`src/rtl/core/polar_pad_plane_hit_locator_assert.svh`:
```
// ----------------------------------------------------------------------------
// polar pad plane hit locator assertion macros
// concurrent checks on clk, disabled while rst_n is low
// ----------------------------------------------------------------------------
`ifndef POLAR_PAD_PLANE_HIT_LOCATOR_ASSERT_SVH
`define POLAR_PAD_PLANE_HIT_LOCATOR_ASSERT_SVH
`ifndef SYNTHESIS
`define PPHL_ASSERT_IMP(lbl, ante, cons) \
  lbl: assert property (@(posedge clk) disable iff (!rst_n) (ante) |-> (cons)) \
    else $error("pphl check failed");
`define PPHL_ASSERT_NXT(lbl, ante, cons) \
  lbl: assert property (@(posedge clk) disable iff (!rst_n) (ante) |=> (cons)) \
    else $error("pphl check failed");
`else
`define PPHL_ASSERT_IMP(lbl, ante, cons)
`define PPHL_ASSERT_NXT(lbl, ante, cons)
`endif
`endif

```
`src/rtl/core/pphl_pkg.sv`:
```
// ----------------------------------------------------------------------------
// pphl_pkg
// shared types and constants of the polar pad plane hit locator
// ----------------------------------------------------------------------------
package pphl_pkg;

  localparam int CORDIC_STEPS = 17;
  localparam int SQRT_BITS    = 15;
  localparam int LDIV_BITS    = 15;
  localparam int RDIV_BITS    = 22;

  localparam logic signed [49:0] SLOPE1  = 50'sd1779033704;
  localparam logic signed [49:0] SLOPE3  = 50'sd6074001000;
  localparam logic [30:0]        PI8_Q32 = 31'd1686629713;
  localparam logic signed [20:0] PI_Q16      = 21'sd205887;
  localparam logic signed [20:0] TWO_PI_Q16  = 21'sd411775;
  localparam logic signed [19:0] HALF_PI_Q16 = 20'sd102944;

  localparam logic [16:0] STEP_ANGLE [CORDIC_STEPS] = '{
    17'd51472, 17'd30386, 17'd16055, 17'd8150, 17'd4091, 17'd2047, 17'd1024,
    17'd512, 17'd256, 17'd128, 17'd64, 17'd32, 17'd16, 17'd8, 17'd4, 17'd2, 17'd1};

  localparam logic signed [19:0] SECTOR_CENTRE [8] = '{
    20'sd102944, 20'sd154416, 20'sd205887, -20'sd154416,
    -20'sd102944, -20'sd51472, 20'sd0, 20'sd51472};

  typedef enum logic [2:0] {
    REG_INNER_RADIUS = 3'd0,
    REG_PITCH_DIV0   = 3'd1,
    REG_ARC_DIV0     = 3'd2,
    REG_LAYERS_DIV0  = 3'd3,
    REG_PITCH_DIV1   = 3'd4,
    REG_ARC_DIV1     = 3'd5,
    REG_LAYERS_DIV1  = 3'd6
  } cfg_reg_t;

  typedef struct packed {
    logic [2:0]         sec;
    logic signed [33:0] cx;
    logic signed [33:0] cy;
    logic signed [19:0] z;
    logic [29:0]        r2;
    logic [14:0]        root;
    logic [29:0]        root_sq;
  } cord_t;

  typedef struct packed {
    logic [2:0]  sec;
    logic        dneg;
    logic [17:0] adelta;
    logic        below;
    logic        sel;
    logic [5:0]  k;
    logic [19:0] rmin;
  } ctl_t;

endpackage

```
`src/rtl/core/pphl_front.sv`:
```
// ----------------------------------------------------------------------------
// pphl_front
// sector test, squared radius and quadrant turn of the incoming hit
// ----------------------------------------------------------------------------
module pphl_front (
  input  logic                  clk,
  input  logic                  en,
  input  logic signed [14:0]    pos_x,
  input  logic signed [14:0]    pos_y,
  output pphl_pkg::cord_t       cord_o
);
  import pphl_pkg::*;

  logic signed [49:0] j, a1, a3;
  logic [2:0]         sec;
  logic signed [33:0] xs, ys;
  logic signed [29:0] xx, yy;
  cord_t              cord_nxt, cord_r;

  always_comb begin
    j  = 50'(pos_y) <<< 32;
    a1 = SLOPE1 * 50'(pos_x);
    a3 = SLOPE3 * 50'(pos_x);
    if (j > a3) begin
      if (j > a1) begin
        if (j > -a1) sec = (j > -a3) ? 3'd0 : 3'd1;
        else sec = 3'd2;
      end else begin
        sec = 3'd3;
      end
    end else if (j < a1) begin
      if (j < -a1) sec = (j < -a3) ? 3'd4 : 3'd5;
      else sec = 3'd6;
    end else begin
      sec = 3'd7;
    end
  end

  always_comb begin
    xs = 34'(pos_x) <<< 16;
    ys = 34'(pos_y) <<< 16;
    xx = 30'(pos_x) * 30'(pos_x);
    yy = 30'(pos_y) * 30'(pos_y);
    cord_nxt.sec     = sec;
    cord_nxt.r2      = 30'(xx) + 30'(yy);
    cord_nxt.root    = '0;
    cord_nxt.root_sq = '0;
    if (pos_x < 0) begin
      if (pos_y >= 0) begin
        cord_nxt.cx = ys;
        cord_nxt.cy = -xs;
        cord_nxt.z  = HALF_PI_Q16;
      end else begin
        cord_nxt.cx = -ys;
        cord_nxt.cy = xs;
        cord_nxt.z  = -HALF_PI_Q16;
      end
    end else begin
      cord_nxt.cx = xs;
      cord_nxt.cy = ys;
      cord_nxt.z  = '0;
    end
  end

  always_ff @(posedge clk) begin
    if (en) cord_r <= cord_nxt;
  end

  assign cord_o = cord_r;

endmodule

```
`config.mk`:
```
export PLATFORM = sky130hd
export DESIGN_NAME = pphl_front
export DESIGN_NICKNAME = d
export VERILOG_FILES = /design/src/rtl/core/polar_pad_plane_hit_locator_assert.svh /design/src/rtl/core/pphl_pkg.sv /design/src/rtl/core/pphl_front.sv
export SDC_FILE = /design/constraint.sdc
export NUM_CORES = 2
export LEC_CHECK = 0
export BUFFER_PORTS_ARGS = -buffer_cell sky130_fd_sc_hd__buf_2
export CAP_MARGIN = 20
export CORE_MARGIN = 10
export CORE_UTILIZATION = 60
export CTS_CLUSTER_DIAMETER = 30
export DETAILED_ROUTE_END_ITERATION = 10
export PLACE_DENSITY_LB_ADDON = 0.15
export SYNTH_ARGS = -nofsm -noshare
export SYNTH_HDL_FRONTEND = slang
export SYNTH_SLANG_ARGS = --single-unit
```
`constraint.sdc`:
```
create_clock -name clk -period 26.6 [get_ports clk]
set_input_delay 2.66 -clock clk [delete_from_list [all_inputs] [get_ports clk]]
set_output_delay 2.66 -clock clk [all_outputs]
set_load 0.01 [all_outputs]
```
# Yosys cells after proc, flatten, opt, wreduce, memory -nomap -nowiden
# Index checks and enable logic that the tools add are counted.
# op_classes
n_addsub,5
mul,4
n_div,0
n_lt_le_gt_ge,9
eq_ne,0
shifts,0
mux,9
bitwise,1
reduce_logical,2
# ops
cell,count
2-to-1 mux 88 bit,2
greater-than comparator 47 x 50 -> 1 bit,2
< comparator 47 x 50 -> 1 bit,2
negator 31 -> 34 bit,2
multiplier 15 x 15 -> 30 bit,2
negator 47 -> 50 bit,1
negator 49 -> 50 bit,1
greater-than comparator 47 x 49 -> 1 bit,1
greater-than comparator 47 bit,1
< comparator 47 bit,1
multiplier 31 x 15 -> 46 bit (first input constant),1
multiplier 29 x 15 -> 44 bit (first input constant),1
adder 30 bit,1
>= comparator 15 x 1 -> 1 bit (second input constant),1
< comparator 15 x 1 -> 1 bit (second input constant),1
2-to-1 mux 2 bit,3
2-to-1 mux 3 bit,2
2-to-1 mux 1 bit,2
AND reduction 2 bit,1
OR reduction 2 bit,1
NOT 1 bit,1
# totals
reg_bits,121
latch_bits,0
mem_bits_rw,0
mem_bits_ro,0
n_memories,0

# Depth between registers and ports, before layout
# depth
ltp_word,7
depth_mapped,40

# Worst setup path before layout
# Ideal clock, no wire load.
# synth_path
path_kind,input-to-reg
from,input pos_x[9]
to,"register cord_r, in the netlist cord_o[163], data pin"
arrival_time_ns,10.967
slack_ns,15.372
stages,32
path_cell_list,clkbuf_1 -> clkinv_1 -> ha_1 -> fa_1 -> fa_1 -> fa_1 -> fa_1 -> fa_1 -> ha_1 -> a21o_1 -> a31oi_1 -> o221a_2 -> o21ai_2 -> o31a_1 -> a211oi_4 -> o21bai_2 -> a211oi_4 -> o211ai_1 -> a21o_1 -> a21oi_2 -> xor2_2 -> ha_1 -> nand4_1 -> nor2_1 -> a221oi_1 -> o221ai_1 -> and2_1 -> a211oi_1 -> a21boi_1 -> o22ai_1 -> o21ai_1 -> a22oi_1
# synth_rtl
element,line_no,text
start: declaration,pphl_front.sv:8,"input logic signed [14:0] pos_x,"
end signal: assignment,pphl_front.sv:66,if (en) cord_r <= cord_nxt;
end: declaration,pphl_front.sv:18,"cord_t cord_nxt, cord_r;"

==> metrics.cfg <==
[outcome]
outcome=completed

[grt]
antenna_found_initial=8
grt_use_met1_pct=37.1
grt_pass1_vias=24000
grt_pass1_wl_mm=136
grt_max_degree=73
grt_use_total_pct=29.2
grt_use_met2_pct=48.1
grt.met3_usage_pct=5.66
busiest_layer=met2
globalRouteOverflowTotal=0

[hold_path]
holdCritPathClass=input port to flip-flop

[sta]
finalCriticalPeriod_ns=12.57
rsz0062_at_grt=no
hold_violations=0
drv_slew=0
setup_viol=0
worstMarginPinSlew_ns=1.10
post-route-period-util_pct=47.3
max_freq_mhz=79.5
final.setup.tns_ns=0
relSlewSlack_pct=26.0

[drt]
avgRoutedWirePerCell_um=22.0
drtIter0Drc=1658
via_per_inst=5.60
dr_total_vias=21900
drt_wl_total_mm=86.1
first_pass_iters=6
ant_nets=0
drcViolationCount=0

[logic_synthesis]
synth_top_area_share_pct=39.6
synthFlopType=edfxtp_1
yosysSeqAreaShare_pct=7.04
async_flop_share_pct=0
synth-compound-area-share_pct=8.00
yosys_register_bits=72
synth_xor_area_share_pct=4.24
synthTopCellsByArea=fa_1 40%, ha_1 18%, inv_1 8.9%, edfxtp_1 7.0%, xnor2_1 2.9%
yosysWarnings=0
synth_top_family_by_area=adder cells
synth-adder-area-share_pct=58.0
syn_inst=3168
synthMuxAreaShare_pct=0.436
synthSimpleGateAreaFrac_pct=10.1
synth.cell_area_um2=30700
synth_edf_count=72
avgSynthCellArea_um2=9.70
synth_area_leader_cell=fa_1
post_synth_num_cell_types=97

[critical_path]
path_class=input port to flip-flop
cpPeakStageDelay_ns=0.58
slowest_stage=nor4_1
arrival_ns=12.70
crit_fanout=18
worstSetupEndpointType=flip-flop
path_common_cell=inv_1
crit_end=cord_o[164]$_DFFE_PP_
required_ns=26.73
critPathLaunch=pos_x[7]
critPathLaunchType=input port

[floorplanning]
start_util_pct=61.0
pin_count=198
die_w_um=246
rows=82
die_h_um=246
dieArea_um2=60700
coreArea_um2=50400

[finish]
area_growth_pct=3.88
largest_reg_flops=72
drive_gt1_share_pct=6.17
fin_nets=4329

[cts]
cts_buffers=9
cts_tree=yes
clockRootBuffer=clkbuf_16
cts_setup_buffers=0
htree_levels=3
numClockSinks=72
cts_buffer_depth=2
clkSlewWorstSetupHoldPaths_ns=0.08
cts-resized-gates=0
hold_buffers=0

[place]
port_buffers=115
gp_congestion=1.02
place.detailed.hpwl_mm=71.5

[run]
drv_cap=0

[logic make-up after synthesis]
| family | after synthesis |
|---|---|
| XOR/XNOR | 148 |
| AO/OA/AOI/OAI | 361 |
| multiplexers | 13 |
| adder cells (fa/ha/maj) | 1061 |
| buffers and inverters | 896 |
| flip-flops | 72 |
| AND/OR/NAND/NOR | 616 |
| other | 1 |
[worst max-delay path: cells and delay by family]
family          cells  cell delay, ns
fa+ha+maj           8            3.68
simple gates        3            0.90
mux                 1            0.13
buf+inv             8            1.12
xor+xnor            1            0.19
compound gates     17            3.97
[Yosys cell counts (all sizes together), types with 5 or more instances]
master,instances
and2,64
xnor2,100
or3,9
nor2,174
fa,607
a31oi,10
nand3,26
nand4,27
o21a,17
ha,454
edfxtp,72
nor3b,11
o211ai,13
inv,729
o21ai,57
nand2,163
nor2b,27
xor2,48
mux2i,10
a21boi,8
o21bai,9
nand2b,19
nand4b,5
a21oi,103
buf,101
clkbuf,62
o31ai,15
or2,11
nor3,36
a21o,59
a211oi,15
and3,12
nor4,10
[worst min-delay path by stage]
stage,to,depth (start not counted),from
2_1_floorplan,cord_o[80]$_SDFFCE_PN0P_,0,pos_x[14]
3_3_place_gp,cord_o[73],1,cord_o[73]$_DFFE_PP_
3_5_place_dp,cord_o[147],1,cord_o[147]$_DFFE_PP_
4_1_cts,cord_o[80]$_SDFFCE_PN0P_,1,pos_x[14]
5_1_grt,cord_o[80]$_SDFFCE_PN0P_,1,pos_x[14]
6_report,cord_o[80]$_SDFFCE_PN0P_,1,pos_x[14]
[final cells by class]
cell class / count / area [um2]
Clock buffer: 9 / 225
Clock inverter: 6 / 37.5
Tap cell: 672 / 841
Multi-Input combinational cell: 2284 / 25200
Sequential cell: 72 / 2160
Fill cell: 4150 / 18500
Timing Repair Buffer: 136 / 738
Inverter: 733 / 2750
Antenna cell: 1 / 2.50
[placed cells by master, fill, tap and decap left out, drive strengths merged, types with 48 or more instances in the layout]
cell type / netlist / layout
inv: 729 / 729
fa: 607 / 607
ha: 454 / 454
nor2: 174 / 174
nand2: 163 / 163
buf: 101 / 136
a21oi: 103 / 103
xnor2: 100 / 100
conb: 1 / 85
edfxtp: 72 / 72
and2: 64 / 64
a21o: 59 / 59
o21ai: 57 / 57
xor2: 48 / 48
[through the flow]
stage / utilization (%) / worst slack [ns] / hold slack, ns / area [um2] / cells
global route: 63.4 / 13.55 / 2.69 / 31900 / 3913
CTS: 63.3 / 14.15 / 2.66 / 31900 / 3912
finish: 63.4 / 14.03 / 2.68 / 31900 / 3913
global placement: 62.8 / 13.92 / 3.07 / 31600 / 3897
floorplan: - / 15.37 / 2.76 / 31000 / 3252
detailed placement: 62.8 / 13.81 / 3.08 / 31600 / 3897
[per-layer routing]
layer / share of wire, % / vias up
met5: 0.040 / -
met4: 4.2 / 6
met3: 7.4 / 195
met2: 48 / 858
met1: 40 / 10900
li1: - / 9952
Power is not shown: default switching activity piles up to over one toggle a cycle in this logic, so the estimate is an artifact.
