**src/rtl/core/polar_pad_plane_hit_locator_assert.svh**
```systemverilog
// ----------------------------------------------------------------------------
// polar pad plane hit locator assertion macros
// concurrent checks on clk, disabled while rst_n is low
// ----------------------------------------------------------------------------
`ifndef POLAR_PAD_PLANE_HIT_LOCATOR_ASSERT_SVH
`define POLAR_PAD_PLANE_HIT_LOCATOR_ASSERT_SVH
`ifndef SYNTHESIS
`define PPHL_ASSERT_IMP(lbl, ante, cons) \
  lbl: assert property (@(posedge clk) disable iff (!rst_n) (ante) |-> (cons)) \
    else $error("pphl check failed");
`define PPHL_ASSERT_NXT(lbl, ante, cons) \
  lbl: assert property (@(posedge clk) disable iff (!rst_n) (ante) |=> (cons)) \
    else $error("pphl check failed");
`else
`define PPHL_ASSERT_IMP(lbl, ante, cons)
`define PPHL_ASSERT_NXT(lbl, ante, cons)
`endif
`endif

```
**src/rtl/core/pphl_pkg.sv**
```systemverilog
// ----------------------------------------------------------------------------
// pphl_pkg
// shared types and constants of the polar pad plane hit locator
// ----------------------------------------------------------------------------
package pphl_pkg;

  localparam int CORDIC_STEPS = 17;
  localparam int SQRT_BITS    = 15;
  localparam int LDIV_BITS    = 15;
  localparam int RDIV_BITS    = 22;

  localparam logic signed [49:0] SLOPE1  = 50'sd1779033704;
  localparam logic signed [49:0] SLOPE3  = 50'sd6074001000;
  localparam logic [30:0]        PI8_Q32 = 31'd1686629713;
  localparam logic signed [20:0] PI_Q16      = 21'sd205887;
  localparam logic signed [20:0] TWO_PI_Q16  = 21'sd411775;
  localparam logic signed [19:0] HALF_PI_Q16 = 20'sd102944;

  localparam logic [16:0] STEP_ANGLE [CORDIC_STEPS] = '{
    17'd51472, 17'd30386, 17'd16055, 17'd8150, 17'd4091, 17'd2047, 17'd1024,
    17'd512, 17'd256, 17'd128, 17'd64, 17'd32, 17'd16, 17'd8, 17'd4, 17'd2, 17'd1};

  localparam logic signed [19:0] SECTOR_CENTRE [8] = '{
    20'sd102944, 20'sd154416, 20'sd205887, -20'sd154416,
    -20'sd102944, -20'sd51472, 20'sd0, 20'sd51472};

  typedef enum logic [2:0] {
    REG_INNER_RADIUS = 3'd0,
    REG_PITCH_DIV0   = 3'd1,
    REG_ARC_DIV0     = 3'd2,
    REG_LAYERS_DIV0  = 3'd3,
    REG_PITCH_DIV1   = 3'd4,
    REG_ARC_DIV1     = 3'd5,
    REG_LAYERS_DIV1  = 3'd6
  } cfg_reg_t;

  typedef struct packed {
    logic [2:0]         sec;
    logic signed [33:0] cx;
    logic signed [33:0] cy;
    logic signed [19:0] z;
    logic [29:0]        r2;
    logic [14:0]        root;
    logic [29:0]        root_sq;
  } cord_t;

  typedef struct packed {
    logic [2:0]  sec;
    logic        dneg;
    logic [17:0] adelta;
    logic        below;
    logic        sel;
    logic [5:0]  k;
    logic [19:0] rmin;
  } ctl_t;

endpackage

```
**src/rtl/core/pphl_cordic_cell.sv**
```systemverilog
// ----------------------------------------------------------------------------
// pphl_cordic_cell
// one vectoring step of the angle and, in the first 15 steps, one bit of the radius square root
// ----------------------------------------------------------------------------
module pphl_cordic_cell #(
  parameter int STEP = 0
) (
  input  logic            clk,
  input  logic            en,
  input  pphl_pkg::cord_t cord_i,
  output pphl_pkg::cord_t cord_o
);
  import pphl_pkg::*;

  logic signed [33:0] dx, dy;
  logic signed [19:0] ang;
  cord_t              cord_nxt, cord_r;

  always_comb begin
    dx  = cord_i.cy >>> STEP;
    dy  = cord_i.cx >>> STEP;
    ang = signed'(20'(STEP_ANGLE[STEP]));
    cord_nxt = cord_i;
    if (cord_i.cy > 0) begin
      cord_nxt.cx = cord_i.cx + dx;
      cord_nxt.cy = cord_i.cy - dy;
      cord_nxt.z  = cord_i.z + ang;
    end else begin
      cord_nxt.cx = cord_i.cx - dx;
      cord_nxt.cy = cord_i.cy + dy;
      cord_nxt.z  = cord_i.z - ang;
    end
  end

  if (STEP < SQRT_BITS) begin : g_sqrt
    localparam int B = SQRT_BITS - 1 - STEP;
    logic [30:0] tsq;
    cord_t       cord_sq;
    always_comb begin
      tsq = 31'(cord_i.root_sq) + (31'(cord_i.root) << (B + 1)) + (31'(1) << (2 * B));
      cord_sq = cord_nxt;
      if (tsq <= 31'(cord_i.r2)) begin
        cord_sq.root    = cord_i.root | (15'(1) << B);
        cord_sq.root_sq = 30'(tsq);
      end
    end
    always_ff @(posedge clk) begin
      if (en) cord_r <= cord_sq;
    end
  end else begin : g_plain
    always_ff @(posedge clk) begin
      if (en) cord_r <= cord_nxt;
    end
  end

  assign cord_o = cord_r;

endmodule

```
**config.mk**
```make
export PLATFORM = sky130hd
export DESIGN_NAME = pphl_cordic_cell
export DESIGN_NICKNAME = d
export VERILOG_FILES = /design/src/rtl/core/polar_pad_plane_hit_locator_assert.svh /design/src/rtl/core/pphl_pkg.sv /design/src/rtl/core/pphl_cordic_cell.sv
export SDC_FILE = /design/constraint.sdc
export NUM_CORES = 1
export LEC_CHECK = 0
export BUFFER_PORTS_ARGS = -buffer_cell sky130_fd_sc_hd__buf_2
export CELL_PAD_IN_SITES_DETAIL_PLACEMENT = 2
export CELL_PAD_IN_SITES_GLOBAL_PLACEMENT = 2
export CORE_MARGIN = 5
export CORE_UTILIZATION = 36
export CTS_CLUSTER_DIAMETER = 100
export DETAILED_ROUTE_END_ITERATION = 6
export HOLD_SLACK_MARGIN = 0.06
export PLACE_DENSITY = 0.95
export SETUP_SLACK_MARGIN = 0.02
export SLEW_MARGIN = 20
export SYNTH_ARGS = -nofsm -noshare
export SYNTH_HDL_FRONTEND = slang
export SYNTH_SLANG_ARGS = --single-unit
```
**constraint.sdc**
```tcl
create_clock -name clk -period 12.5 [get_ports clk]
set_input_delay 2.5 -clock clk [delete_from_list [all_inputs] [get_ports clk]]
set_output_delay 2.5 -clock clk [all_outputs]
set_load 0.01 [all_outputs]
```
[Word level (Yosys, flattened, before mapping)]
Index checks and enable logic that the tools add are counted.
Storage, ports and cells
  register bits after elaboration: 166
  input bits: 168
  output and inout port bits: 166
  word-level logic and storage cells: 19
Cells by class
  add/subtract/negate cells: 7
  order comparisons: 2
  muxes and demuxes: 2
Operator list (number)
  $mux W88: 1
  $sub A34 B34 Y34: 2
  $add A34 B34 Y34: 1
  $gt A34 B1 Y1 const B: 1
  $add A30 B30 Y31: 1
  $add A31 B29 Y31 const B: 1
  $le A31 B30 Y1: 1
  $mux W30: 1
  $add A20 B17 Y20 const B: 1
  $sub A20 B17 Y20 const B: 1

[Longest topological paths before layout]
  depth after elaboration: 4
  mapped depth: 19
  mapped depth without buffers: 18

[Worst setup path before layout]
Ideal clock, no wire load.
  kind: input to register
  from: input port cord_i[16] (netlist bit)
  to: register cord_r, in the netlist cord_o[20], data pin
  library setup time: 260 ps
  arrival time: 6276 ps
  required time: 12240 ps
  setup slack: 5964 ps
  cell stages on the path: 19
  path buffers: 1
  cell sequence: ha_1 ha_1 fa_1 a211oi_1 o21ai_1 nand2_1 o21ai_1 or4_1 o211ai_1 xnor2_1 ha_1 a21o_1 a21oi_1 o211ai_1 nor4_1 a2bb2oi_1 o21ai_2 buf_4 mux2_2
RTL lines
  start: declaration: line pphl_cordic_cell.sv:10  | input pphl_pkg::cord_t cord_i,
  end signal: assignment: line pphl_cordic_cell.sv:48  | if (en) cord_r <= cord_sq;
  end: declaration: line pphl_cordic_cell.sv:17  | cord_t cord_nxt, cord_r;

==> metrics.txt <==
# TYPE chip_impl_metric gauge
chip_impl_metric{name="cts_setup_buffers",unit=""} 0
chip_impl_metric{name="initial_utilization",unit="%"} 36.1
chip_impl_metric{name="floorplan.rows",unit=""} 70
chip_impl_info{name="cts_tree",value="yes"} 1
chip_impl_metric{name="final_min_period_over_clock_period",unit="%"} 59.7
chip_impl_metric{name="buffer_ports.inserted",unit=""} 333
chip_impl_metric{name="drv_slew",unit=""} 0
chip_impl_metric{name="setup_violations",unit=""} 0
chip_impl_metric{name="clock_path_buffers",unit=""} 2
chip_impl_metric{name="netlist_area_before_placement",unit="mm^2"} 0.0131
chip_impl_metric{name="fin_cells",unit=""} 2156
chip_impl_info{name="leading_cell_types_by_total_area_after_synthesis",value="edfxtp_1, ha_1, a21oi_1"} 1
chip_impl_info{name="dominantRegCellSynth",value="edfxtp_1"} 1
chip_impl_info{name="synth.largest_area_cell",value="edfxtp_1"} 1
chip_impl_metric{name="drc_violation_count_after_routing",unit=""} 0
chip_impl_info{name="timing.critical_path.from_type",value="input port"} 1
chip_impl_metric{name="mappedNetlistNets",unit=""} 1708
chip_impl_metric{name="final_hold_vios",unit=""} 0
chip_impl_metric{name="post_cts_resized",unit=""} 0
chip_impl_metric{name="final_net_count",unit=""} 2018
chip_impl_metric{name="timing.max_cap.violations",unit=""} 0
chip_impl_metric{name="relSlewSlack",unit="%"} 23.7
chip_impl_metric{name="power_per_cell_area",unit="mW/mm^2"} 128
chip_impl_metric{name="areaGrowthSynthToFinish",unit="%"} 20.3
chip_impl_metric{name="post_synth.cell_area_avg",unit="um^2"} 9.63
chip_impl_metric{name="ff_latch_area",unit="mm^2"} 0.00495
chip_impl_metric{name="antenna_violations_before_repair",unit=""} 4
chip_impl_metric{name="detail_route.vias_per_cell",unit=""} 5.75
chip_impl_metric{name="core_region_area",unit="mm^2"} 0.0363
chip_impl_metric{name="dpl.hpwl",unit="um"} 46600
chip_impl_metric{name="worst-path-max-fanout",unit=""} 16
chip_impl_metric{name="postSynth.asyncResetShare",unit="%"} 0
chip_impl_metric{name="grt_util_all_layers",unit="%"} 27.8
chip_impl_metric{name="die_h",unit="um"} 201
chip_impl_metric{name="gp_routability_congestion",unit=""} 0.912
chip_impl_info{name="hold_path.class",value="input port to flop"} 1
chip_impl_info{name="synth_top_family_by_area",value="compound AO/OA/AOI/OAI gates"} 1
chip_impl_metric{name="ys_warn_count",unit=""} 0
chip_impl_metric{name="detail_route.wl_per_cell",unit="um"} 27.0
chip_impl_info{name="cts_root_buffer_type",value="clkbuf_16"} 1
chip_impl_metric{name="fmax",unit="GHz"} 0.134
chip_impl_metric{name="h-tree-depth",unit=""} 4
chip_impl_metric{name="drt-total-wl",unit="um"} 58100
chip_impl_metric{name="gate_count_post_synth",unit=""} 1363
chip_impl_metric{name="multi_input_comb_area",unit="mm^2"} 0.00740
chip_impl_metric{name="synthesized_area_fraction_occupied_by_and_or_nand_nor_cells",unit="%"} 11.1
chip_impl_metric{name="worst_ep_arrival_time",unit="ns"} 7.65
chip_impl_metric{name="final.fill_count",unit=""} 3972
chip_impl_metric{name="die_x",unit="um"} 201
chip_impl_metric{name="ys_ff_latch",unit=""} 165
chip_impl_info{name="setup_repair_after_global_routing_missed_its_margin",value="no"} 1
chip_impl_metric{name="required_time_of_the_critical_path",unit="ns"} 12.70
chip_impl_metric{name="antenna_left",unit=""} 0
chip_impl_metric{name="design.portCount",unit=""} 334
chip_impl_metric{name="cts_made_buffers",unit=""} 17
chip_impl_info{name="worst-setup-path-type",value="input port to flop"} 1
chip_impl_metric{name="global_route.overflow_total",unit=""} 0
chip_impl_metric{name="drt-pass1-iter-count",unit=""} 5
chip_impl_metric{name="maximum_number_of_pins_on_one_net_before_global_route_repair",unit=""} 86
chip_impl_info{name="timing.critical_path.to_type",value="flop"} 1
chip_impl_metric{name="largest_register_ff_count",unit=""} 165
chip_impl_metric{name="xor_xnor_share_of_the_synthesized_area",unit="%"} 5.80
chip_impl_metric{name="yosys-mux-area-fraction",unit="%"} 2.20
chip_impl_metric{name="layout-drive-gt1-share",unit="%"} 24.2
chip_impl_metric{name="synth_cell_types",unit=""} 78
chip_impl_metric{name="synth_edf_count",unit=""} 165
chip_impl_metric{name="clock-sinks",unit=""} 165
chip_impl_metric{name="post-layout-total-power",unit="uW"} 2020
chip_impl_metric{name="placement.setup.worst_slack",unit="ns"} 4.84
chip_impl_metric{name="post-route-min-period",unit="ns"} 7.46
chip_impl_metric{name="worst_pin_slew",unit="ns"} 1.14
chip_impl_metric{name="power_leakage",unit="uW"} 0.00713
chip_impl_metric{name="routed-via-count",unit=""} 12390
chip_impl_metric{name="yosys.area.top_type_share",unit="%"} 37.7
chip_impl_metric{name="grt_first_pass_wirelength",unit="um"} 86900
chip_impl_metric{name="postCtsHoldBufs",unit=""} 0
chip_impl_metric{name="placed_cells",unit=""} 2122
chip_impl_metric{name="synth_fa_ha_area_share",unit="%"} 17.2
chip_impl_metric{name="grt_pass1_vias",unit=""} 13966
chip_impl_metric{name="tns",unit="ns"} 0
chip_impl_metric{name="die_area",unit="mm^2"} 0.0404
chip_impl_metric{name="synth-compound-area-share",unit="%"} 20.0
chip_impl_metric{name="clk_transition_reported_paths",unit="ns"} 0.07
chip_impl_metric{name="drt_iter0_markers",unit=""} 718
chip_impl_metric{name="timing.final.ws_setup",unit="ns"} 5.04
chip_impl_metric{name="vdd_ir_drop_max",unit="V"} 0.000101
chip_impl_info{name="outcome",value="completed"} 1
chip_impl_metric{name="synth-seq-area-share",unit="%"} 37.7
[area by class of cell]
| cell class | instances | share of cell area (%) |
|---|---|---|
| repair buffers | 336 | 10.7 |
| inverters | 152 | 3.61 |
| well taps | 468 | 3.71 |
| clock buffers | 20 | 2.76 |
| diodes | 3 | 0.0475 |
| multi-input cells | 1001 | 46.8 |
| clock inverters | 11 | 0.942 |
| flip-flops and latches | 165 | 31.4 |
[where the power goes]
part	internal (uW)	leakage [uW]	total (uW)	switching (uW)
Clock	314	0.000281	558	244
Sequential	712	0.00162	743	31.1
Combinational	265	0.00523	723	458
Total	1290	0.00713	2020	733
[per-layer routing]
layer	track usage (%)	share of wire (%)	vias up
li1	-	-	5540
met1	30.9	39	6237
met2	50.6	51	474
met3	5.70	5.3	137
met4	13.3	4.8	2
met5	0	0.024	-
[Yosys cell counts (13+ instances only)]
cell type and count:
nand2_1 64, o21a_1 13, nand4_1 18, a211oi_1 14, nor2_1 98, inv_1 149, nand3_1 13, a21o_1 32
clkbuf_1 25, nor3_1 21, xnor2_1 75, nand2b_1 18, o21bai_1 20, o21ai_0 82, a21oi_1 151, ha_1 172
mux2_2 15, edfxtp_1 165, o211ai_1 14
[worst max-delay path: stages]
cell       delay [ns]
buf_2            0.12
ha_1             0.31
ha_1             0.24
fa_1             0.46
a211oi_1         0.37
nor2_1           0.13
o21ai_0          0.18
nor2b_1          0.26
xnor2_1          0.17
ha_1             0.36
nand4_1          0.20
nor3_1           0.30
nor4b_1          0.43
o21ai_0          0.22
a21oi_1          0.23
nor4_1           0.09
a2bb2oi_1        0.16
o21ai_2          0.44
mux2_2           0.47
[cell families after synthesis]
logic type / Yosys count
flip-flops: 165
XOR/XNOR: 87
AND/OR/NAND/NOR: 296
AO/OA/AOI/OAI: 414
adder cells (fa/ha/maj): 177
multiplexers: 27
buffers and inverters: 197
[through the flow]
step | hold slack, ns | utilization (%) | cell area [um^2]
2_1_floorplan | 2.60 | - | 13100
3_3_place_gp | 2.68 | 41.8 | 15200
3_5_place_dp | 2.68 | 41.8 | 15200
4_1_cts | 2.20 | 43.4 | 15800
5_1_grt | 2.20 | 43.5 | 15800
6_report | 2.21 | 43.5 | 15800
[path summary, 6_finish.rpt]
check	slack [ns]	cells past startpoint	start	endpoint
worst max-delay path	5.04	19	cord_i[16]	cord_o[19]
worst min-delay path	2.21	1	cord_i[78]	cord_o[78]
[placed cells by master, fill, tap and decap left out, types with 6 or more instances in the layout]
cell       synthesis  routed
a211oi_1          14      14
a21o_1            32      31
a21oi_1          151     151
a31oi_1           12      12
and2_1             6       6
buf_2             12     332
clkbuf_16          0      17
edfxtp_1         165     165
ha_1             172     172
inv_1            149     148
mux2_2            15      15
mux2i_1           12      12
nand2_1           64      64
nand2b_1          18      18
nand3_1           13      13
nand3b_1           6       6
nand4_1           18      18
nor2_1            98      98
nor2b_1           11      11
nor3_1            21      21
nor4_1            11      11
o2111ai_1          6       6
o211ai_1          14      14
o21a_1            13      13
o21ai_0           82      82
o21ai_1            6       6
o21bai_1          20      20
o221ai_1           6       6
o31ai_1            6       6
or3_1              6       6
xnor2_1           75      75
xor2_1            12      12
(Power assumes the default switching activity.)
