`src/rtl/core/polar_pad_plane_hit_locator_assert.svh`:
```
// ----------------------------------------------------------------------------
// polar pad plane hit locator assertion macros
// concurrent checks on clk, disabled while rst_n is low
// ----------------------------------------------------------------------------
`ifndef POLAR_PAD_PLANE_HIT_LOCATOR_ASSERT_SVH
`define POLAR_PAD_PLANE_HIT_LOCATOR_ASSERT_SVH
`ifndef SYNTHESIS
`define PPHL_ASSERT_IMP(lbl, ante, cons) \
  lbl: assert property (@(posedge clk) disable iff (!rst_n) (ante) |-> (cons)) \
    else $error("pphl check failed");
`define PPHL_ASSERT_NXT(lbl, ante, cons) \
  lbl: assert property (@(posedge clk) disable iff (!rst_n) (ante) |=> (cons)) \
    else $error("pphl check failed");
`else
`define PPHL_ASSERT_IMP(lbl, ante, cons)
`define PPHL_ASSERT_NXT(lbl, ante, cons)
`endif
`endif

```
`src/rtl/core/pphl_div_cell.sv`:
```
// ----------------------------------------------------------------------------
// pphl_div_cell
// one restoring division step, quotient bits shift into the dividend word
// ----------------------------------------------------------------------------
module pphl_div_cell #(
  parameter int NW = 22,
  parameter int DW = 12
) (
  input  logic          clk,
  input  logic          en,
  input  logic [DW-1:0] divisor,
  input  logic [NW-1:0] num_i,
  input  logic [DW-1:0] rem_i,
  output logic [NW-1:0] num_o,
  output logic [DW-1:0] rem_o
);

  logic [DW:0]   t;
  logic          ge;
  logic [DW:0]   diff;
  logic [NW-1:0] num_r;
  logic [DW-1:0] rem_r;

  always_comb begin
    t    = {rem_i, num_i[NW-1]};
    ge   = t >= {1'b0, divisor};
    diff = t - {1'b0, divisor};
  end

  always_ff @(posedge clk) begin
    if (en) begin
      num_r <= {num_i[NW-2:0], ge};
      rem_r <= ge ? diff[DW-1:0] : t[DW-1:0];
    end
  end

  assign num_o = num_r;
  assign rem_o = rem_r;

endmodule

```
`config.mk`:
```
export PLATFORM = sky130hd
export DESIGN_NAME = pphl_div_cell
export DESIGN_NICKNAME = d
export VERILOG_FILES = /design/src/rtl/core/polar_pad_plane_hit_locator_assert.svh /design/src/rtl/core/pphl_div_cell.sv
export SDC_FILE = /design/constraint.sdc
export NUM_CORES = 1
export LEC_CHECK = 0
export BUFFER_PORTS_ARGS = -buffer_cell sky130_fd_sc_hd__buf_2
export CAP_MARGIN = 20
export CORE_ASPECT_RATIO = 0.6
export CORE_MARGIN = 8
export CORE_UTILIZATION = 47
export CTS_CLUSTER_DIAMETER = 120
export DETAILED_ROUTE_END_ITERATION = 12
export PLACE_DENSITY = 0.87
export REMOVE_ABC_BUFFERS = 1
export SETUP_SLACK_MARGIN = 0.3
export SYNTH_ARGS = -nofsm -noshare
export SYNTH_HDL_FRONTEND = slang
export SYNTH_SLANG_ARGS = --single-unit
```
`constraint.sdc`:
```
create_clock -name clk -period 3.35 [get_ports clk]
set_input_delay 0.335 -clock clk [delete_from_list [all_inputs] [get_ports clk]]
set_output_delay 0.335 -clock clk [all_outputs]
set_load 0.01 [all_outputs]
```
# [Yosys cells after proc, flatten, opt, wreduce, memory -nomap -nowiden]
# Cells that the tools add are included.
[classes] addsub=1 magnitude_cmp=1 mux=1
[ops] operator="13-bit by 12-bit >= comparator with 1-bit output" count=1
[ops] operator="12-bit 2-to-1 mux" count=1
[ops] operator="12-bit subtractor" count=1
[totals] reg_bits=34 input_bits=48 out_inout_bits=34 word_cells=5

# [Depth between registers and ports, before layout]
# Gate-level depths: netlist of the first run.
[depth] depth_word=2 ltp_mapped=9 depth_no_buf=9

# [Worst setup path before layout of the first run]
# No wires, ideal clock.
[synth_path] kind="input to register" start="in divisor[1]" end="reg rem_r[10], in the netlist rem_o[10], data pin" setup_time_ns=0.260 arrival_ns=2.344 required_ns=3.090 slack_ns=0.746 stages=9 path_buffers=1 path_cell_list="inv_1 -> ha_1 -> nor2b_4 -> o31a_1 -> o31a_1 -> o311a_4 -> nor4_4 -> buf_8 -> mux2_4"
[synth_via] elab_chain_cells=2
[synth_lines] element="from (decl)" line_no="pphl_div_cell.sv:11" text="input logic [DW-1:0] divisor,"
[synth_lines] element="12-bit subtractor or 13-bit by 12-bit >= comparator with 1-bit output (tied branches)" line_no="pphl_div_cell.sv:27, pphl_div_cell.sv:26"
[synth_lines] element="12-bit 2-to-1 mux *" line_no="pphl_div_cell.sv:33" text="rem_r <= ge ? diff[DW-1:0] : t[DW-1:0];"
[synth_lines] element="to (signal assigned)" line_no="pphl_div_cell.sv:33"
[synth_lines] element="to (decl)" line_no="pphl_div_cell.sv:22" text="logic [DW-1:0] rem_r;"
# Mark *: on every way between the ends. The rest lies on a longest branch, timed or not.
# A chain may end at the register's enable or synchronous reset.

# [Final worst setup path of the first run]
[layout_path] start="in divisor[6]" end="reg rem_r[2], in the netlist rem_o[2], data pin"
[layout_via] elab_chain_cells=2
[layout_lines] element="13-bit by 12-bit >= comparator with 1-bit output" line_no="pphl_div_cell.sv:26" text="ge = t >= {1'b0, divisor};"
[layout_lines] element="12-bit 2-to-1 mux" line_no="pphl_div_cell.sv:33"
# Every way passes these cells.

==> results of run 1 <==
## area by class of cell
type / instances / area (µm²) / share of cell area, %
inverter: 15 / 56.3 / 2.28
multi-input combinational: 91 / 781 / 31.5
sequential: 34 / 1020 / 41.3
timing repair buffer: 83 / 420 / 17.0
clock inverter: 3 / 68.8 / 2.78
clock buffer: 5 / 68.8 / 2.78
tap: 47 / 58.8 / 2.38
## per-stage QoR
| stage | instances | setup WS, ns | power [mW] | hold slack, ns |
|---|---|---|---|---|
| 2_1_floorplan | 140 | 0.455 | 0.722 | 0.434 |
| 3_3_place_gp | 270 | 0.622 | 0.823 | 0.511 |
| 3_5_place_dp | 270 | 0.540 | 0.835 | 0.513 |
| 4_1_cts | 278 | 0.843 | 1.30 | 0.212 |
| 5_1_grt | 278 | 0.732 | 1.35 | 0.199 |
| 6_report | 278 | 0.820 | 1.28 | 0.221 |
## state kept, by name, indices dropped and copies added, names as in the netlist
signal / flops
num_o: 22
rem_o: 12
## final timing paths
kind,start,endpoint
hold / removal,num_i[7],num_o[8]$_DFFE_PP_
setup / recovery,divisor[6],rem_o[2]$_DFFE_PP_
## synth_stat cells, drive strengths merged
| cell type | instances |
|---|---|
| a21boi | 1 |
| buf | 1 |
| fa | 1 |
| o21ai | 3 |
| and3 | 1 |
| and2b | 1 |
| nand3 | 9 |
| edfxtp | 34 |
| mux2i | 3 |
| a221oi | 1 |
| a22oi | 1 |
| o211ai | 1 |
| o311a | 1 |
| a31o | 1 |
| o2111a | 1 |
| mux2 | 10 |
| xnor2 | 5 |
| o31ai | 1 |
| o41a | 1 |
| nor2b | 5 |
| a21oi | 5 |
| o221a | 1 |
| o21a | 2 |
| o31a | 2 |
| nor4 | 2 |
| nand2 | 4 |
| nor2 | 9 |
| xor2 | 3 |
| clkbuf | 1 |
| nor3 | 3 |
| ha | 12 |
| inv | 15 |
| o21bai | 1 |
## cell families (layout without fill, tap and decap cells)
logic type	after synthesis	in the layout
compound gates	23	23
xor+xnor	8	8
fa+ha+maj	13	13
buf+inv	17	106
flops	34	34
mux	13	13
simple gates	34	34
## power by group
group	switching [mW]	leakage [nW]	internal (mW)	total [mW]
clock network	0.160	0.0683	0.298	0.458
registers	0.0107	0.333	0.525	0.536
logic	0.146	0.730	0.144	0.289
## critical path: cells and delay by family
family	cells	cell delay [ns]
AND/OR/NAND/NOR	1	0.16
multiplexers	1	0.34
buffers and inverters	3	0.34
AO/OA/AOI/OAI	3	1.03
adder cells (fa/ha/maj)	1	0.36
## metal layers
layer  routed length (µm)  vias to the layer above
met4                   77                        0
met3                  472                        6
met1                 2060                      681
met2                 2200                       86
li1                     -                      704
met5                    0                        -
==> out/qor.csv, run 1 <==
metric,value,unit
path_clk_slew,0.08,ns
grt_pass1_wl,7670,µm
grtUsageMet1,17.4,%
cts.repair.resized,0,
ant_nets,0,
cp_max_fo,8,
p_leak,1.13,nW
vias,1477,
status,completed,
synth_fa_ha_area_share,9.07,%
period_share,75.5,%
antenna_found_initial,0,
drv_slew,0,
synth.distinct_cells,36,
final_area,2470,µm²
hold_depth,1,
ys_ff_latch,34,
grt_usage,15.5,%
synth_compound_area_share,9.73,%
cts_hold_buf,0,
syn_avg_cell_area,13.2,µm²
clock_sinks,34,
tns,0,ns
area_growth,31.9,%
mostFrequentLayoutCells,"buf_2, edfxtp_1, inv_1",
final_net_count,291,
n_antenna_cell,0,
drt-total-wl,4820,µm
start_kind,primary input,
fp.dieH,65.0,µm
irDropWorstVdd,0.436,mV
grt_max_degree,35,
synth-simple-area-share,10.1,%
synthCells,142,
core,3740,µm²
final_common_cell,buf_2,
timing.final.crit_period,2.53,ns
crit_chain,buf_2 > inv_1 > ha_1 > a21oi_1 > o211ai_1 > o311a_4 > nor4_4 > buf_4 > mux2_2,
maxCapViolCount,0,
ys_warn_count,0,
tritoncts,built,
critical-path-max-stage-delay,0.42,ns
grt_overflow_total,0,
worst_slew_pin_slew,0.756,ns
dpl_cell_area,2340,µm²
synth-xor-area-share,3.73,%
route.detailed.drc,0,
dieWidth,97.6,µm
initial_utilization,50.1,%
criticalPathCategory,primary input to flop,
synth_top_family_by_area,simple AND/OR/NAND/NOR gates,
max_slew_margin,49.6,%
synth.area.mux_share,9.00,%
power.density,518,nW/µm²
critPathCaptureType,flop,
clockBufferDepth,2,
busiest_layer,met2,
yosys-top-cells-area,"edfxtp_1, ha_1, mux2_4, inv_1, nand3_1",
worstHoldPathType,primary input to flop,
arrival,2.57,ns
grt_pass1_vias,1501,
rsz0062_at_grt,false,
io_pins,82,
final_core_util,66.1,%
dp_hpwl,3850,µm
gp_congestion,0.834,
wire_per_inst,17.3,µm
syn_area,1880,µm²
max_freq,0.395,GHz
drt-initial-drc-count,188,
critPathSlowestCell,o311a_4,
required,3.39,ns
finalHoldViolCount,0,
port_buffers,81,
h-tree-depth,2,
cts_setup_buffers,0,
drive_gt1_share,45.9,%
viasPerCell,5.31,
grt_use_met3,6.35,%
seq_area_frac_synth,54.4,%
die-area,6340,µm²
numCtsBuffers,5,
met2_usage,26.2,%
fillers,283,
synth_top_area_cell,edfxtp_1,
root_buffer,clkbuf_8,
drt_pass1_iterations,4,
synth_top_area_share,54.4,%
finalSetupViolCount,0,
fp-row-count,17,
(Power assumes the default switching activity.)
==> run 2, diff against run 1 <==
- ABC_AREA: unset -> 1
- CORE_UTILIZATION: 47 -> 48
- clock period: 3.35 -> 2.6 ns (I/O delays scaled with it)
==> out/qor.csv, run 2 <==
metric,value,unit,change
status,completed,,
syn_avg_cell_area,9.42,µm²,-29%
cts.repair.resized,0,,unchanged
final_common_cell,buf_2,,
synthCells,217,,+53%
largest_reg_flops,22,,unchanged
max_slew_margin,50.7,%,+1.1 points
crit_family,simple AND/OR/NAND/NOR gates,,
synth.distinct_cells,25,,-31%
dp_hpwl,4280,µm,+11%
cp_max_fo,19,,+11
dieWidth,100,µm,+2.7%
gp_congestion,0.898,,+7.7%
drive_gt1_share,36.4,%,-9.5 points
synthArstFlopShare,0,%,unchanged
critical-path-max-stage-delay,0.35,ns,-0.07 ns
final_net_count,365,,+25%
antenna_found_initial,0,,unchanged
h-tree-depth,2,,unchanged
root_buffer,clkbuf_8,,
max_freq,0.571,GHz,
viasPerCell,4.90,,-7.7%
maxCapViolCount,0,,unchanged
yosysMostFrequentCell,nand2_1,,
tritoncts,built,,
ys_warn_count,0,,unchanged
seq_area_frac_synth,50.0,%,-4.4 points
synth-main-ff-cell,edfxtp_1,,
synth_top_area_cell,edfxtp_1,,
drt_pass1_iterations,4,,unchanged
cts_hold_buf,0,,unchanged
die-area,6670,µm²,+5.2%
arrival,1.79,ns,-0.78 ns
core,4100,µm²,+9.5%
critPathSlowestCell,ha_1,,
irDropWorstVdd,0.214,mV,-51%
start_kind,primary input,,
finalHoldViolCount,0,,unchanged
rsz0062_at_grt,false,,
worst-path-buf-inv,3,,unchanged
port_buffers,81,,unchanged
post-place-ws,0.557,ns,+0.0169 ns
worstSetupStartpoint,divisor[8],,
fp-row-count,18,,+1
initial_utilization,49.8,%,-0.29 points
ant_nets,0,,unchanged
required,2.64,ns,-0.75 ns
clockBufferDepth,2,,unchanged
path_clk_slew,0.07,ns,about the same
wire_per_inst,14.0,µm,-19%
yosys-top-cells-area,"edfxtp_1, nand2_1, inv_1, ha_1, nand3_2",,
grt_max_degree,35,,unchanged
crit_end,rem_o[5]$_DFFE_PP_,,
syn_area,2040,µm²,+8.9%
drt-total-wl,5130,µm,+6.4%
ys_ff_latch,34,,unchanged
worstHoldPathType,primary input to flop,,
cts_setup_buffers,0,,unchanged
worst_slew_pin_slew,0.740,ns,-0.0159 ns
tns,0,ns,unchanged
synthTopCellsByCount,"nand2_1, inv_1, edfxtp_1, ha_1",,
area_growth,26.7,%,
drv_slew,0,,unchanged
grt_pass1_vias,1629,,+8.5%
synth_top_area_share,50.0,%,-4.4 points
grt_pass1_wl,8110,µm,+5.7%
n_antenna_cell,0,,unchanged
crit_chain,buf_2 > inv_1 > ha_1 > nand2_1 > nand2_1 > inv_1 > nand2_2 > a21oi_4 > nand3_4 > nand2_1 > o21ai_2,,
numCtsBuffers,5,,unchanged
route.detailed.drc,0,,unchanged
synth_edf_count,34,,unchanged
grt_overflow_total,0,,unchanged
finalSetupViolCount,0,,unchanged
critPathCaptureType,flop,,
worst-path-stages,11,,+2
clock_sinks,34,,unchanged
drt-initial-drc-count,133,,-29%
setup_ws,0.849,ns,+0.0288 ns
critPathMostFrequentCell,nand2_1,,
period_share,67.3,%,
fp.dieH,66.5,µm,+2.4%
io_pins,82,,unchanged
p_leak,1.34,nW,+18%
vias,1789,,+21%
power.density,553,nW/µm²,+6.7%
timing.final.crit_period,1.75,ns,
criticalPathCategory,primary input to flop,,
grt_usage,15.8,%,+0.27 points
mostFrequentLayoutCells,"buf_2, nand2_1, inv_1",,
==> run 2: cell types whose count changed after synthesis, moves of 4 or more <==
cell     delta
nand3_2     +6
nand4_1     +9
mux2_4      -7
inv_1      +28
nand2_1    +57
xnor2_1     -4
nand2_2     +5
nor2b_1     -4
==> run 2: where the power goes <==
part           total (mW)  internal [mW]  switching (mW)
clock               0.381          0.183           0.198
combinational       0.364          0.144           0.220
sequential          0.686          0.674          0.0129
==> run 2: stage by stage <==
stage	instances	utilization (%)	hold slack [ns]	area, µm²	total power, mW
floorplan	216	-	0.359	2020	0.920
global placement	357	61.1	0.436	2500	1.05
detailed placement	357	61.1	0.439	2500	1.06
CTS	365	63.2	0.137	2590	1.44
global route	365	63.2	0.131	2590	1.51
finish	365	63.2	0.140	2590	1.43
==> run 2: kinds of logic (layout without fill, tap and decap cells) <==
family | after synthesis | count (layout) | share of synthesized area (%)
adders and majority gates | 13 | 13 | 8.33
buffers and inverters | 46 | 134 | 9.25
xor gates and xnor gates | 6 | 6 | 2.57
DFF | 34 | 34 | 50.0
and+or+nand+nor | 108 | 108 | 26.3
AOI/OAI and AO/OA | 10 | 10 | 3.55
==> run 2: layout make-up <==
class	instances	area (µm²)
Timing Repair Buffer	81	405
Inverter	45	169
Tap cell	60	75.1
Multi-Input combinational cell	137	833
Clock inverter	3	16.3
Clock buffer	5	68.8
Fill cell	359	1510
Sequential cell	34	1020
==> run 2: routing by layer <==
layer	global-route usage, %	wire length [µm]	share of wire (%)
met1	21.0	2420	47
met2	23.7	2110	41
met3	4.89	534	10
met4	5.61	70	1.4
met5	0	0	0
==> run 2: worst min-delay path by stage <==
stage,startpoint,endpoint,cells past startpoint
6_report,num_i[6],num_o[7]$_DFFE_PP_,1
5_1_grt,num_i[6],num_o[7]$_DFFE_PP_,1
4_1_cts,num_i[6],num_o[7]$_DFFE_PP_,1
3_5_place_dp,num_i[7],num_o[8]$_DFFE_PP_,1
3_3_place_gp,num_i[1],num_o[2]$_DFFE_PP_,1
2_1_floorplan,num_i[9],num_o[10]$_DFFE_PP_,0
==> run 3, diff against run 2 <==
- CORE_UTILIZATION: 48 -> 44
- PLACE_DENSITY: 0.87 -> 0.85
- clock period: 2.6 -> 1.4 ns (I/O delays scaled with it)
==> out/qor.csv, run 3 (synthesis gave the netlist of run 2 again) <==
metric,value,unit,change
dp_cells,401,,+12%
worstSetupStartpoint,divisor[5],,
final_common_cell,buf_2,,
drv_slew,0,,unchanged
cts_hold_buf,0,,unchanged
grt_pass1_vias,2403,,+48%
fillers,221,,-38%
hp-start,num_i[4],,
dieWidth,104,µm,+3.7%
die-area,7150,µm²,+7.2%
setup_ws,-0.0522,ns,-0.901 ns
critPathCaptureType,flop,,
maxCapViolCount,0,,unchanged
largest_reg_flops,22,,unchanged
drt-total-wl,9700,µm,+89%
finalSetupViolCount,9,,+9
grt_usage,23.6,%,+7.9 points
grt_max_degree,24,,-31%
arrival,1.50,ns,-0.29 ns
grtUsageMet1,24.7,%,+3.7 points
crit_end,rem_o[5]$_DFFE_PP_,,
dpl_cell_area,2830,µm²,+13%
antenna_found_initial,0,,unchanged
drt_pass1_iterations,7,,+3
tritoncts,built,,
fp-row-count,19,,+1
wire_per_inst,22.7,µm,+62%
io_pins,82,,unchanged
viasPerCell,5.68,,+16%
final_area,3610,µm²,+40%
irDropWorstVdd,0.662,mV,+210%
grt_use_met3,8.26,%,+3.4 points
max_freq,0.689,GHz,
worst_slew_pin_slew,0.345,ns,-0.395 ns
period_share,104,%,
path_clk_slew,0.10,ns,+0.03 ns
final_cells,427,,+17%
final_net_count,424,,+16%
tns,-0.219,ns,-0.219 ns
mostFrequentLayoutCells,"buf_2, buf_4, edfxtp_1",,
drt-initial-drc-count,274,,+110%
met2_usage,43.2,%,+20 points
hold_slack,-0.000602,ns,-0.141 ns
start_kind,primary input,,
ant_nets,0,,unchanged
initial_utilization,45.2,%,-4.6 points
root_buffer,clkbuf_8,,
h-tree-depth,2,,unchanged
worstHoldPathType,primary input to flop,,
required,1.44,ns,-1.20 ns
busiest_layer,met2,,
power.density,937,nW/µm²,+69%
area_growth,76.9,%,
max_slew_margin,77.0,%,+26 points
timing.final.crit_period,1.45,ns,
vias,2426,,+36%
port_buffers,81,,unchanged
grt_overflow_total,0,,unchanged
fp.dieH,68.8,µm,+3.4%
criticalPathCategory,primary input to flop,,
drive_gt1_share,69.2,%,+33 points
clockBufferDepth,2,,unchanged
n_antenna_cell,0,,unchanged
gp_congestion,0.914,,+1.8%
clock_sinks,34,,unchanged
core,4520,µm²,+10%
cp_max_fo,6,,-13
rsz0062_at_grt,true,,
final_core_util,80.0,%,+17 points
p_leak,1.74,nW,+30%
grt_pass1_wl,13000,µm,+60%
numCtsBuffers,5,,unchanged
violations,"hold timing, setup timing",,
status,"finished, violations left",,
route.detailed.drc,0,,unchanged
dp_hpwl,4980,µm,+16%
finalHoldViolCount,1,,+1
## run 3: metrics by stage
step | total power, mW | setup WS (ns)
6_report | 3.39 | -0.0522
5_1_grt | 3.47 | -0.0754
4_1_cts | 3.08 | 0.0658
3_5_place_dp | 2.13 | -0.493
3_3_place_gp | 2.10 | -0.428
2_1_floorplan | 1.71 | -0.229
## run 3: worst min path at each step
stage | end | slack (ns) | cells past startpoint
global placement | num_o[7]$_DFFE_PP_ | 0.32 | 1
global route | num_o[5]$_DFFE_PP_ | -0.002 | 1
finish | num_o[5]$_DFFE_PP_ | -0.0006 | 1
floorplan | num_o[10]$_DFFE_PP_ | 0.24 | 0
detailed placement | num_o[17]$_DFFE_PP_ | 0.32 | 1
CTS | num_o[4]$_DFFE_PP_ | 0.02 | 1
## run 3: critical path, cell delays in order
cell	delay [ns]
buf_2	0.08
inv_1	0.06
ha_4	0.29
nand2_1	0.11
nor2_2	0.16
inv_2	0.06
nor2_4	0.12
nand2_4	0.08
nand3_4	0.16
buf_12	0.16
o21ai_4	0.07
## run 3: power by group
group | switching [mW] | internal (mW)
Clock | 0.418 | 0.341
Combinational | 0.725 | 0.612
Sequential | 0.0371 | 1.25
Total | 1.18 | 2.21
## run 3: area by class of cell
cell class	count	area, µm²	area share (%)
timing repair buffer	140	978	27.1
tap	63	78.8	2.18
clock inverter	3	16.3	0.450
clock buffer	5	68.8	1.90
multi-input combinational	137	1280	35.3
sequential	34	1020	28.3
inverter	45	174	4.81
## run 3: metal layers
metal / share of wire (%) / wire, µm
met1: 35 / 3350
met2: 46 / 4440
met3: 13 / 1220
met4: 7.1 / 693
met5: 0 / 0
## run 3: repair_timing
action                     4_1_cts  5_1_grt
gates resized for setup         91       41
pin swaps                       32       26
cloned                           0        0
setup buffers                   15        3
setup endpoints to repair       13       13
